**src/rtl/bbz_pkg.sv**
```systemverilog
// ----------------------------------------------------------------------------
// bbz_pkg
// Shared widths, register codes, control structs and the per-sample
// area division used by the zero-padded box blur.
// ----------------------------------------------------------------------------
package bbz_pkg;

    localparam int EXTENT_W   = 2;
    localparam int DIM_W      = 11;
    localparam int POS_W      = 2 * DIM_W;
    localparam int CHAN_W     = 8;
    localparam int PIX_W      = 4 * CHAN_W;
    localparam int CFG_IDX_W  = 2;
    localparam int CFG_DATA_W = DIM_W;

    localparam int DEF_MAX_EXTENT = 3;
    localparam int DEF_MAX_WIDTH  = 1024;
    localparam int DEF_MAX_HEIGHT = 1024;

    localparam logic [EXTENT_W-1:0] RST_EXTENT = 2'd1;
    localparam logic [DIM_W-1:0]    RST_WIDTH  = 11'd640;
    localparam logic [DIM_W-1:0]    RST_HEIGHT = 11'd480;

    localparam logic [CFG_IDX_W-1:0] CFG_EXTENT = 2'd0;
    localparam logic [CFG_IDX_W-1:0] CFG_WIDTH  = 2'd1;
    localparam logic [CFG_IDX_W-1:0] CFG_HEIGHT = 2'd2;

    typedef struct packed {
        logic accept;
        logic scan;
        logic drain;
    } bbz_cmd_t;

    typedef struct packed {
        logic drop;
        logic emit;
        logic scan_last;
    } bbz_stat_t;

    // floor(v / (2e+1)^2) by reciprocal multiply, exact for 8-bit samples
    function automatic logic [CHAN_W-1:0] area_div(input logic [CHAN_W-1:0] v,
                                                   input logic [EXTENT_W-1:0] e);
        logic [16:0] prod;
        logic [CHAN_W-1:0] q;
        prod = '0;
        q    = v;
        unique case (e)
            2'd0:
            begin
                q = v;
            end
            2'd1:
            begin
                prod = 17'(v) * 17'd228;
                q    = CHAN_W'(prod >> 11);
            end
            2'd2:
            begin
                prod = 17'(v) * 17'd328;
                q    = CHAN_W'(prod >> 13);
            end
            2'd3:
            begin
                prod = 17'(v) * 17'd335;
                q    = CHAN_W'(prod >> 14);
            end
        endcase
        return q;
    endfunction

endpackage

```
**src/rtl/bbz_ctrl.sv**
```systemverilog
// ----------------------------------------------------------------------------
// bbz_ctrl
// Sequencer: takes an item and, where it gives a result, walks the window
// one neighbour per cycle, then holds the result until the downstream transfer.
// ----------------------------------------------------------------------------
module bbz_ctrl
    import bbz_pkg::*;
(
    input  logic      clk,
    input  logic      rst_n,
    input  logic      s_valid,
    output logic      s_ready,
    output logic      m_valid,
    input  logic      m_ready,
    input  bbz_stat_t stat,
    output bbz_cmd_t  cmd
);

    localparam logic [1:0] ST_IDLE  = 2'd0;
    localparam logic [1:0] ST_SCAN  = 2'd1;
    localparam logic [1:0] ST_DRAIN = 2'd2;
    localparam logic [1:0] ST_HOLD  = 2'd3;

    logic [1:0] state_reg;
    logic [1:0] state_next;

    always_comb
    begin
        state_next = state_reg;
        unique case (state_reg)
            ST_IDLE:
            begin
                if (s_valid && !stat.drop && stat.emit)
                begin
                    state_next = ST_SCAN;
                end
            end
            ST_SCAN:
            begin
                if (stat.scan_last)
                begin
                    state_next = ST_DRAIN;
                end
            end
            ST_DRAIN:
            begin
                state_next = ST_HOLD;
            end
            ST_HOLD:
            begin
                if (m_ready)
                begin
                    state_next = ST_IDLE;
                end
            end
        endcase
    end

    always_ff @(posedge clk or negedge rst_n)
    begin
        if (!rst_n)
        begin
            state_reg <= ST_IDLE;
        end
        else
        begin
            state_reg <= state_next;
        end
    end

    assign s_ready    = (state_reg == ST_IDLE);
    assign m_valid    = (state_reg == ST_HOLD);
    assign cmd.accept = (state_reg == ST_IDLE) && s_valid;
    assign cmd.scan   = (state_reg == ST_SCAN);
    assign cmd.drain  = (state_reg == ST_DRAIN);

endmodule

```
**config.mk**
```make
export PLATFORM = sky130hd
export DESIGN_NAME = bbz_ctrl
export DESIGN_NICKNAME = d
export VERILOG_FILES = /design/src/rtl/bbz_pkg.sv /design/src/rtl/bbz_ctrl.sv
export SDC_FILE = /design/constraint.sdc
export NUM_CORES = 1
export LEC_CHECK = 0
export ABC_AREA = 1
export ABC_CLOCK_PERIOD_IN_PS = 2000
export BUFFER_PORTS_ARGS = -buffer_cell sky130_fd_sc_hd__buf_4
export CORE_AREA = 2 2 39 41
export DETAILED_ROUTE_END_ITERATION = 16
export DIE_AREA = 0 0 41 43
export HOLD_SLACK_MARGIN = 0.06
export PLACE_DENSITY = 0.39
export SLEW_MARGIN = 15
export SYNTH_ARGS = -nofsm -noshare
export SYNTH_HDL_FRONTEND = slang
export SYNTH_SLANG_ARGS = --single-unit
```
**constraint.sdc**
```tcl
create_clock -name clk -period 2 [get_ports clk]
set_clock_uncertainty 0.15 [all_clocks]
set_input_delay 0.4 -clock clk [delete_from_list [all_inputs] [get_ports clk]]
set_output_delay 0.4 -clock clk [all_outputs]
set_load 0.02 [all_outputs]
```
==> results of run 1 <==
how the worst min path moves through the flow:
stage / endpoint / cells after the start
floorplan: state_reg[0]$_DFFE_PN0P_ / 0
global placement: state_reg[1]$_DFFE_PN0P_ / 1
detailed placement: state_reg[1]$_DFFE_PN0P_ / 1
CTS: state_reg[1]$_DFFE_PN0P_ / 2
global route: state_reg[1]$_DFFE_PN0P_ / 2
finish: state_reg[1]$_DFFE_PN0P_ / 2
report_power, final:
group | leakage, nW | internal, mW | switching, mW
clock network | 0.0138 | 0.0664 | 0.0251
registers | 0.0243 | 0.0635 | 0.0231
logic | 0.162 | 0.135 | 0.180
cell usage in the layout (no fill, tap or decap), drive strengths merged:
master,count
buf,11
clkbuf,3
dfrtp,2
dlygate4sd3,1
ha,4
inv,7
nand2,10
nand3,3
or2,1
cells by family (layout without fill, tap and decap cells):
group                    count (synthesis)  after routing  share of synthesized area [%]
adder cells (fa/ha/maj)                  4              4                           27.0
buffers and inverters                    7             22                           14.2
flip-flops                               2              2                           27.0
AND/OR/NAND/NOR                         14             14                           31.8
worst max-delay path, stage by stage (launching register included):
cell and delay, ns:
sky130_fd_sc_hd__dfrtp_1 0.39, sky130_fd_sc_hd__inv_1 0.08, sky130_fd_sc_hd__ha_1 0.24, sky130_fd_sc_hd__nand2_1 0.07, sky130_fd_sc_hd__inv_1 0.04, sky130_fd_sc_hd__buf_4 0.14
layout make-up:
cell class	count	area share, %
flip-flops and latches	2	15.6
inverters	7	8.20
multi-input cells	18	34.0
well taps	16	6.25
clock buffers	3	7.03
repair buffers	12	28.9
stage by stage:
stage | utilization, % | setup WS (ns) | std cells | total power, mW
after floorplan | - | 0.459 | 27 | 0.298
after global placement | 20.8 | 0.498 | 54 | 0.407
after detailed placement | 20.8 | 0.498 | 54 | 0.401
after CTS | 23.1 | 0.253 | 58 | 0.502
after global routing | 23.1 | 0.156 | 58 | 0.544
final | 23.1 | 0.266 | 58 | 0.494
per-layer routing:
layer / vias to the layer above / GRT usage (%) / wire length [um]
met5: - / 0 / 0
met1: 87 / 8.97 / 197
met4: 0 / 10.0 / 18
met2: 6 / 9.06 / 231
li1: 109 / - / -
met3: 2 / 0 / 20
repair_timing:
action | in CTS | in global routing
hold endpoints to repair | 2 | 0
endpoints found under the setup margin | 0 | 0
hold buffers | 1 | 0
==> implementation parameters, run 1 <==
Parameter                              Value

Cells and area
  Count of antenna diodes in the layout ... 0
  Multi-input gate area in the final layout ... 109 um2
  Number of flip-flops in the largest register ... 2
  Fillers ... 158
  Sequential standard cell area ... 50.0 um2
  Share of post-route cells with drive strength above 1 ... 35.7%
  Area growth from synthesis to layout ... 73.0%
  Number of nets at the end of the flow ... 55
  Post-layout instance area ... 320 um2

Clock tree
  Bufs on Longest Clock Path ... 2
  Clock-pin slew of the registers on the worst-case setup and hold paths ... 0.03 ns
  Post-CTS Setup Inserts ... 0
  Worst-Skew Late Latency ... 0.23 ns
  Post-cts repair resize count ... 0
  Clock root buffer master ... sky130_fd_sc_hd__clkbuf_4
  CTS Sinks ... 2
  Clock tree from TritonCTS ... yes
  Number of clock buffers inserted by TritonCTS ... 3
  CTS H-Tree Depth ... 1

Floorplan
  Count of boundary I/O pins ... 12
  Overall die width ... 41 um
  Starting density of the core ... 13.4%
  Std-Cell Core Area ... 1380 um2
  Count of standard-cell rows ... 14
  Overall die height ... 43 um
  Die Area ... 1760 um2

Synthesis
  Number of synthesized flops with an enable pin ... 0
  Most frequent cell after synthesis ... sky130_fd_sc_hd__nand2_1
  Cell Area, Synth ... 185 um2
  Number of flip-flops and latches in the synthesized netlist ... 2
  Count of synthesis-stage warnings from yosys ... 0
  Most area-consuming cells after synthesis ... sky130_fd_sc_hd__dfrtp_1, sky130_fd_sc_hd__ha_1, sky130_fd_sc_hd__nand2_1, sky130_fd_sc_hd__inv_1, sky130_fd_sc_hd__nand3_1
  Leading cell types by count after synthesis ... sky130_fd_sc_hd__nand2_1, sky130_fd_sc_hd__inv_1, sky130_fd_sc_hd__ha_1
  Post-synth top flop ... sky130_fd_sc_hd__dfrtp_1
  Post-Synthesis Net Count ... 38
  Proportion of synthesized flip-flops having asynchronous set or reset ... 100%
  Synthesized area divided by synthesized cell count ... 6.86 um2
  Share of Yosys cell area claimed by the top area cell type ... 27.0%
  Count of cell types in the netlist ... 7
  Synthesized netlist cell count ... 27
  Part of the Yosys area used for sequential elements ... 27.0%
  Cell type contributing the most total cell area after synthesis ... sky130_fd_sc_hd__dfrtp_1

Placed design
  Post-DP HPWL ... 362 um
  Cell area after placement ... 288 um2
  Final Wtd Congestion ... 0.677
  Port-buffer cells ... 11

Timing
  RSZ-0062 raised after global routing ... no
  Count of final setup violators ... 0
  Maximum operating frequency ... 577 MHz
  Actual slew at the worst max-slew pin ... 0.147 ns
  Number of pins with negative max-slew slack in the final report ... 0
  Final clock period utilization by the worst path ... 86.7%
  Worst hold slack across all endpoints ... 0.344 ns
  Total count of hold-check failures in the final report ... 0
  Setup_tns ... 0 ns
  Minimum clock period after layout ... 1.73 ns
  Max transition margin ... 90.2%

Routing
  Remaining number of nets flagged by the antenna check after routing ... 0
  Total DRC errors in the routed layout ... 0
  Drt first pass iters ... 4
  Total wirelength of the detailed-routed design ... 468 um
  Drt wl/cell ... 8.07 um
  First-iteration detailed-routing DRC count ... 7
  Count of vias placed by the detailed router ... 204
  Via-to-Cell Ratio ... 3.52

Hold path
  Kind of path behind the tightest hold check ... primary input to async pin

Critical path
  Worst EP arrival ... 1.18 ns
  Worst Path Required ... 1.45 ns
  Critical path endpoint category ... output pin
  Critical-path maximum fanout ... 4
  Slack of the worst reg-to-reg path ... 0.67 ns
  Critical path class ... flip-flop to output pin
  Worst setup path end ... cmd[2]
  End of the worst register-to-register path ... state_reg[0]$_DFFE_PN0P_
  Worst flop-to-flop path startpoint ... state_reg[0]$_DFFE_PN0P_
  Worst Setup Start Kind ... flip-flop
  Critical path startpoint ... state_reg[0]$_DFFE_PN0P_
  Worst R2R Path Depth ... 5

Global routing
  Initial antenna violation count ... 0
  Via count of the first global-routing pass ... 208
  Global-route wire length before repair ... 779 um
  Largest net degree at the start of global routing ... 5
  Overflow left after global routing ... 0
  Overall fraction of global-route tracks in use ... 7.22%

Power
  Areal power density over the cells ... 1540 nW/um2
  Peak VDD IR ... 0.388 mV
  Static Leakage ... 0.200 nW

Flow run
  Number of max-capacitance violations reported ... 0

Run status
  Run status ... completed
Note: power is estimated with default switching activity, not from simulation.
==> run 2: changes to the inputs <==
- CELL_PAD_IN_SITES_DETAIL_PLACEMENT: not set -> 1
- CELL_PAD_IN_SITES_GLOBAL_PLACEMENT: not set -> 1
- PLACE_DENSITY: 0.39 -> 0.51
==> run 2 against run 1 <==
  * Critical path depth did not move
  * Clock-buffer cell count did not move
  * Cell count did not move
  * Maximum frequency rose by 1.0%
  * Clock power fell by 4.4%
  * First-iteration DRC count fell by 100%
  * Non-clock buffer count did not move
  * Die area did not move
  * Largest cell class unchanged
  * Largest power group unchanged
==> implementation parameters, run 2 (synthesized netlist as in run 1, its figures left out) <==
Parameter                              Value

Floorplan
  Starting density of the core ... 13.4% (unchanged)
  Die Area ... 1760 um2 (unchanged)
  Overall die height ... 43 um (unchanged)
  Std-Cell Core Area ... 1380 um2 (unchanged)
  Overall die width ... 41 um (unchanged)
  Count of standard-cell rows ... 14 (unchanged)
  Count of boundary I/O pins ... 12 (unchanged)

Cells and area
  Most frequent cells in the layout ... sky130_fd_sc_hd__buf_4, sky130_fd_sc_hd__nand2_1, sky130_fd_sc_hd__inv_1
  Area growth from synthesis to layout ... 73.0% (unchanged)
  Count of antenna diodes in the layout ... 0 (unchanged)
  Number of nets at the end of the flow ... 55 (unchanged)
  Number of flip-flops in the largest register ... 2 (unchanged)
  Share of post-route cells with drive strength above 1 ... 35.7% (unchanged)
  Fillers ... 172 (+8.9%)
  Most common cell after layout, fill and taps aside ... sky130_fd_sc_hd__buf_4
  Utilization of the core after routing ... 23.1% (unchanged)

Global routing
  Via count of the first global-routing pass ... 223 (+7.2%)
  GRT busiest layer ... met2
  Met3 track utilization from global routing ... 1.57% (+1.6 points)
  Met1 track demand over resource ... 5.47% (-3.5 points)
  Overall fraction of global-route tracks in use ... 5.82% (-1.4 points)
  Met2 Resource Use GR ... 10.9% (+1.9 points)
  Global-route wire length before repair ... 731 um (-6.2%)
  Largest net degree at the start of global routing ... 5 (unchanged)
  Initial antenna violation count ... 0 (unchanged)
  Overflow left after global routing ... 0 (unchanged)

Timing
  Total count of hold-check failures in the final report ... 0 (unchanged)
  RSZ-0062 raised after global routing ... no
  Maximum operating frequency ... 583 MHz (+1.0%)
  Setup_tns ... 0 ns (unchanged)
  Max transition margin ... 90.5% (+0.26 points)
  Final clock period utilization by the worst path ... 85.8% (-0.89 points)
  Minimum clock period after layout ... 1.72 ns (-0.0177 ns)
  Count of final setup violators ... 0 (unchanged)
  Number of pins with negative max-slew slack in the final report ... 0 (unchanged)
  Actual slew at the worst max-slew pin ... 0.143 ns (-0.00390 ns)

Critical path
  Critical-path maximum fanout ... 4 (unchanged)
  Worst EP arrival ... 1.17 ns (about the same)
  Worst Setup Start Kind ... flip-flop
  Critical path class ... flip-flop to output pin
  Critical path endpoint category ... output pin
  Worst Path Required ... 1.45 ns (about the same)

Run status
  Run status ... completed

Clock tree
  Post-CTS Setup Inserts ... 0 (unchanged)
  Worst-Skew Late Latency ... 0.22 ns (about the same)
  Bufs on Longest Clock Path ... 2 (unchanged)
  CTS Sinks ... 2 (unchanged)
  Clock-pin slew of the registers on the worst-case setup and hold paths ... 0.03 ns (about the same)
  Number of clock buffers inserted by TritonCTS ... 3 (unchanged)
  CTS H-Tree Depth ... 1 (unchanged)
  Clock tree from TritonCTS ... yes
  Clock root buffer master ... sky130_fd_sc_hd__clkbuf_4

Routing
  Count of vias placed by the detailed router ... 209 (+2.5%)
  Total wirelength of the detailed-routed design ... 421 um (-10%)
  Drt first pass iters ... 1 (-3)
  Drt wl/cell ... 7.26 um (-10%)
  Via-to-Cell Ratio ... 3.60 (+2.5%)
  First-iteration detailed-routing DRC count ... 0 (-7)
  Remaining number of nets flagged by the antenna check after routing ... 0 (unchanged)
  Total DRC errors in the routed layout ... 0 (unchanged)

Power
  Areal power density over the cells ... 1510 nW/um2 (-1.8%)
  Power consumption ... 0.485 mW (-1.8%)
  Static Leakage ... 0.200 nW (unchanged)
  Peak VDD IR ... 0.332 mV (-14%)

Placed design
  Final Wtd Congestion ... 0.669 (-1.2%)
  Port-buffer cells ... 11 (unchanged)
  Post-DP HPWL ... 363 um (+0.25%)

Flow run
  Number of max-capacitance violations reported ... 0 (unchanged)

Hold path
  Kind of path behind the tightest hold check ... primary input to async pin
## run 2: cell counts in the layout (fill, tap and decap cells not counted)
No cell type changed its count.
## run 2: layout make-up
class                   instances  area, um2  area share (%)
repair buffers                 12       92.6            28.9
flip-flops and latches          2       50.0            15.6
clock buffers                   3       22.5            7.03
multi-input cells              18        109            34.0
inverters                       7       26.3            8.20
well taps                      16       20.0            6.25
## run 2: path summary, 6_finish.rpt
check,slack [ns],endpoint,cells after the start,from
max,0.28,cmd[2],5,state_reg[0]$_DFFE_PN0P_
min,0.36,state_reg[1]$_DFFE_PN0P_,2,rst_n
max reg2reg,0.68,state_reg[0]$_DFFE_PN0P_,5,state_reg[0]$_DFFE_PN0P_
min reg2reg,0.39,state_reg[1]$_DFFE_PN0P_,2,state_reg[1]$_DFFE_PN0P_
max in group asynchronous,1.25,state_reg[0]$_DFFE_PN0P_,2,rst_n
min in group clk,0.39,state_reg[1]$_DFFE_PN0P_,2,state_reg[1]$_DFFE_PN0P_
## run 2: critical path, cell delays in order, from the launching register on
cell and delay (ns):
sky130_fd_sc_hd__dfrtp_1 0.38, sky130_fd_sc_hd__inv_1 0.08, sky130_fd_sc_hd__ha_1 0.24, sky130_fd_sc_hd__nand2_1 0.07, sky130_fd_sc_hd__inv_1 0.04, sky130_fd_sc_hd__buf_4 0.14
## run 2: where the power goes
part | internal (mW) | switching (mW) | leakage, nW | total, mW
logic | 0.134 | 0.177 | 0.162 | 0.311
registers | 0.0635 | 0.0232 | 0.0243 | 0.0867
clock network | 0.0661 | 0.0213 | 0.0138 | 0.0874
total | 0.263 | 0.222 | 0.200 | 0.485
## run 2: stage by stage
stage               area (um2)  worst slack (ns)  hold slack [ns]  std cells
floorplan                  185             0.459          -0.0456         27
global placement           288             0.488           0.0325         54
detailed placement         288             0.509           0.0327         54
CTS                        320             0.266            0.341         58
global route               320             0.157            0.361         58
finish                     320             0.284            0.356         58
## run 2: timing repair
item,in CTS,in global routing
hold buffers,1,0
resized for setup,0,0
hold endpoints to repair,2,0
## run 2: metal layers
| metal | wire (um) | up-vias |
|---|---|---|
| li1 | - | 108 |
| met3 | 11 | 0 |
| met2 | 246 | 2 |
| met1 | 163 | 99 |
| met4 | 0 | 0 |
| met5 | 0 | - |
==> run 3: changes to the inputs <==
- RECOVER_POWER: not set -> 100
==> run 3 against run 2 <==
  * Power fell by 7.7%
  * Sequential cell count did not move
  * Via count fell by 0.48%
  * Worst hold slack got worse by 0.0069 ns
  * Critical path depth fell by 2
  * Critical path type unchanged
  * Non-clock buffer count did not move
==> implementation parameters, run 3 (synthesized netlist as in run 1, its figures left out) <==
Parameter                              Value

Run status
  Run status ... completed

Cells and area
  Multi-input gate area in the final layout ... 109 um2 (unchanged)
  Number of flip-flops in the largest register ... 2 (unchanged)
  Post-layout instance area ... 302 um2 (-5.9%)
  Fillers ... 178 (+3.5%)
  Count of antenna diodes in the layout ... 0 (unchanged)
  Most common cell after layout, fill and taps aside ... sky130_fd_sc_hd__nand2_1
  Most frequent cells in the layout ... sky130_fd_sc_hd__nand2_1, sky130_fd_sc_hd__inv_1, sky130_fd_sc_hd__buf_4
  Sequential standard cell area ... 50.0 um2 (unchanged)
  Area growth from synthesis to layout ... 62.8%
  Number of nets at the end of the flow ... 55 (unchanged)
  Share of post-route cells with drive strength above 1 ... 23.8% (-12 points)

Clock tree
  Bufs on Longest Clock Path ... 2 (unchanged)
  Worst-Skew Late Latency ... 0.22 ns (about the same)
  Number of clock buffers inserted by TritonCTS ... 3 (unchanged)
  CTS Sinks ... 2 (unchanged)
  Clock-pin slew of the registers on the worst-case setup and hold paths ... 0.03 ns (about the same)
  Clock tree from TritonCTS ... yes
  Clock root buffer master ... sky130_fd_sc_hd__clkbuf_4
  CTS H-Tree Depth ... 1 (unchanged)

Timing
  Maximum operating frequency ... 583 MHz (about the same)
  Minimum clock period after layout ... 1.72 ns (-0.000235 ns)
  Final clock period utilization by the worst path ... 85.8% (about the same)
  Smallest setup slack after layout ... 0.284 ns (+0.000235 ns)
  Max transition margin ... 82.9% (-7.6 points)
  Setup_tns ... 0 ns (unchanged)
  Total count of hold-check failures in the final report ... 0 (unchanged)
  Actual slew at the worst max-slew pin ... 0.257 ns (+0.115 ns)
  Number of pins with negative max-slew slack in the final report ... 0 (unchanged)
  RSZ-0062 raised after global routing ... no
  Count of final setup violators ... 0 (unchanged)

Critical path
  CP max stage cell ... sky130_fd_sc_hd__dfrtp_1
  Number of buffers and inverters on the critical path ... 2 (-1)
  Critical path class ... flip-flop to output pin
  Critical-path maximum fanout ... 4 (unchanged)
  Delay of the slowest cell on the worst path ... 0.40 ns (+0.02 ns)
  Worst EP arrival ... 1.17 ns (about the same)
  Worst Path Required ... 1.45 ns (about the same)
  Critical path, cell by cell ... inv_1, ha_1, clkbuf_1
  Worst Setup Start Kind ... flip-flop
  Largest delay share family, worst path ... flip-flops
  Critical path endpoint category ... output pin

Routing
  Total DRC errors in the routed layout ... 0 (unchanged)
  Count of vias placed by the detailed router ... 208 (-0.48%)
  Drt wl/cell ... 7.09 um (-2.4%)
  Total wirelength of the detailed-routed design ... 411 um (-2.4%)
  Via-to-Cell Ratio ... 3.59 (-0.48%)
  First-iteration detailed-routing DRC count ... 0 (unchanged)
  Remaining number of nets flagged by the antenna check after routing ... 0 (unchanged)
  Drt first pass iters ... 1 (unchanged)

Floorplan
  Starting density of the core ... 13.4% (unchanged)
  Overall die height ... 43 um (unchanged)
  Count of standard-cell rows ... 14 (unchanged)
  Count of boundary I/O pins ... 12 (unchanged)
  Die Area ... 1760 um2 (unchanged)
  Std-Cell Core Area ... 1380 um2 (unchanged)
  Overall die width ... 41 um (unchanged)

Power
  Peak VDD IR ... 0.267 mV (-20%)
  Areal power density over the cells ... 1480 nW/um2 (-2.0%)
  Net switching power of the design ... 0.219 mW (-1.3%)
  Switching part of the total ... 48.9% (+3.2 points)
  Part of the total power dissipated in combinational logic ... 61.1% (-3.0 points)
  Static Leakage ... 0.180 nW (-9.7%)
  Proportion of power drawn by the clock network ... 19.5% (+1.5 points)
  Power consumption ... 0.447 mW (-7.7%)
  Sequential cell fraction of total power ... 19.3% (+1.4 points)
  Internal ... 0.228 mW (-13%)

Placed design
  Post-DP HPWL ... 363 um (unchanged)
  Worst setup slack before clock tree synthesis ... 0.509 ns (unchanged)
  Port-buffer cells ... 11 (unchanged)
  Cell area after placement ... 288 um2 (unchanged)
  Final Wtd Congestion ... 0.669 (unchanged)

Global routing
  Largest net degree at the start of global routing ... 5 (unchanged)
  Overall fraction of global-route tracks in use ... 5.82% (unchanged)
  Overflow left after global routing ... 0 (unchanged)
  Global-route wire length before repair ... 731 um (unchanged)
  Initial antenna violation count ... 0 (unchanged)
  Via count of the first global-routing pass ... 223 (unchanged)

Flow run
  Number of max-capacitance violations reported ... 0 (unchanged)

Hold path
  Kind of path behind the tightest hold check ... primary input to async pin
-- run 3: cell count changes in the layout (fill, tap and decap cells not counted), sizes merged --
cell,before,now
buf,11,6
clkbuf,3,8
-- run 3: metal layers --
metal	track usage (%)	share of wire (%)	vias to the layer above	routed length, um
met1	5.47	37	98	152
met3	1.57	2.9	0	12
met5	0	0	-	0
met4	2.00	0	0	0
met2	10.9	60	2	245
li1	-	-	108	-
-- run 3: area by class of cell --
cell class                      instances  area share (%)
Multi-Input combinational cell         18            36.1
Timing Repair Buffer                   12            24.5
Sequential cell                         2            16.6
Inverter                                7            8.71
Clock buffer                            3            7.47
Tap cell                               16            6.64
-- run 3: stage by stage --
step	std cells	hold slack [ns]	util, %
3_3_place_gp	54	0.0325	20.8
3_5_place_dp	54	0.0327	20.8
4_1_cts	58	0.341	23.1
5_1_grt	58	0.363	21.8
6_report	58	0.349	21.8
2_1_floorplan	27	-0.0456	-
-- run 3: worst paths after layout --
check / startpoint / depth (start not counted) / slack [ns] / endpoint
max in group asynchronous: rst_n / 2 / 1.23 / state_reg[0]$_DFFE_PN0P_
worst min register to register: state_reg[1]$_DFFE_PN0P_ / 2 / 0.39 / state_reg[1]$_DFFE_PN0P_
worst max-delay path: state_reg[0]$_DFFE_PN0P_ / 3 / 0.28 / s_ready
worst min-delay path: rst_n / 2 / 0.35 / state_reg[1]$_DFFE_PN0P_
min in group clk: state_reg[1]$_DFFE_PN0P_ / 2 / 0.39 / state_reg[1]$_DFFE_PN0P_
worst max register to register: state_reg[0]$_DFFE_PN0P_ / 5 / 0.68 / state_reg[0]$_DFFE_PN0P_
-- run 3: repair_timing --
item	4_1_cts	5_1_grt
endpoints found under the hold margin	2	0
gates resized for setup	0	0
buffers inserted	0	0
hold buffers	1	0
-- run 3: power groups by stage --
stage | sequential, mW | combinational (mW) | clock [mW]
2_1_floorplan | 0.0808 | 0.217 | 0
5_1_grt | 0.0909 | 0.323 | 0.0960
3_5_place_dp | 0.0877 | 0.318 | 0
3_3_place_gp | 0.0896 | 0.318 | 0
6_report | 0.0864 | 0.274 | 0.0874
4_1_cts | 0.0875 | 0.322 | 0.0913
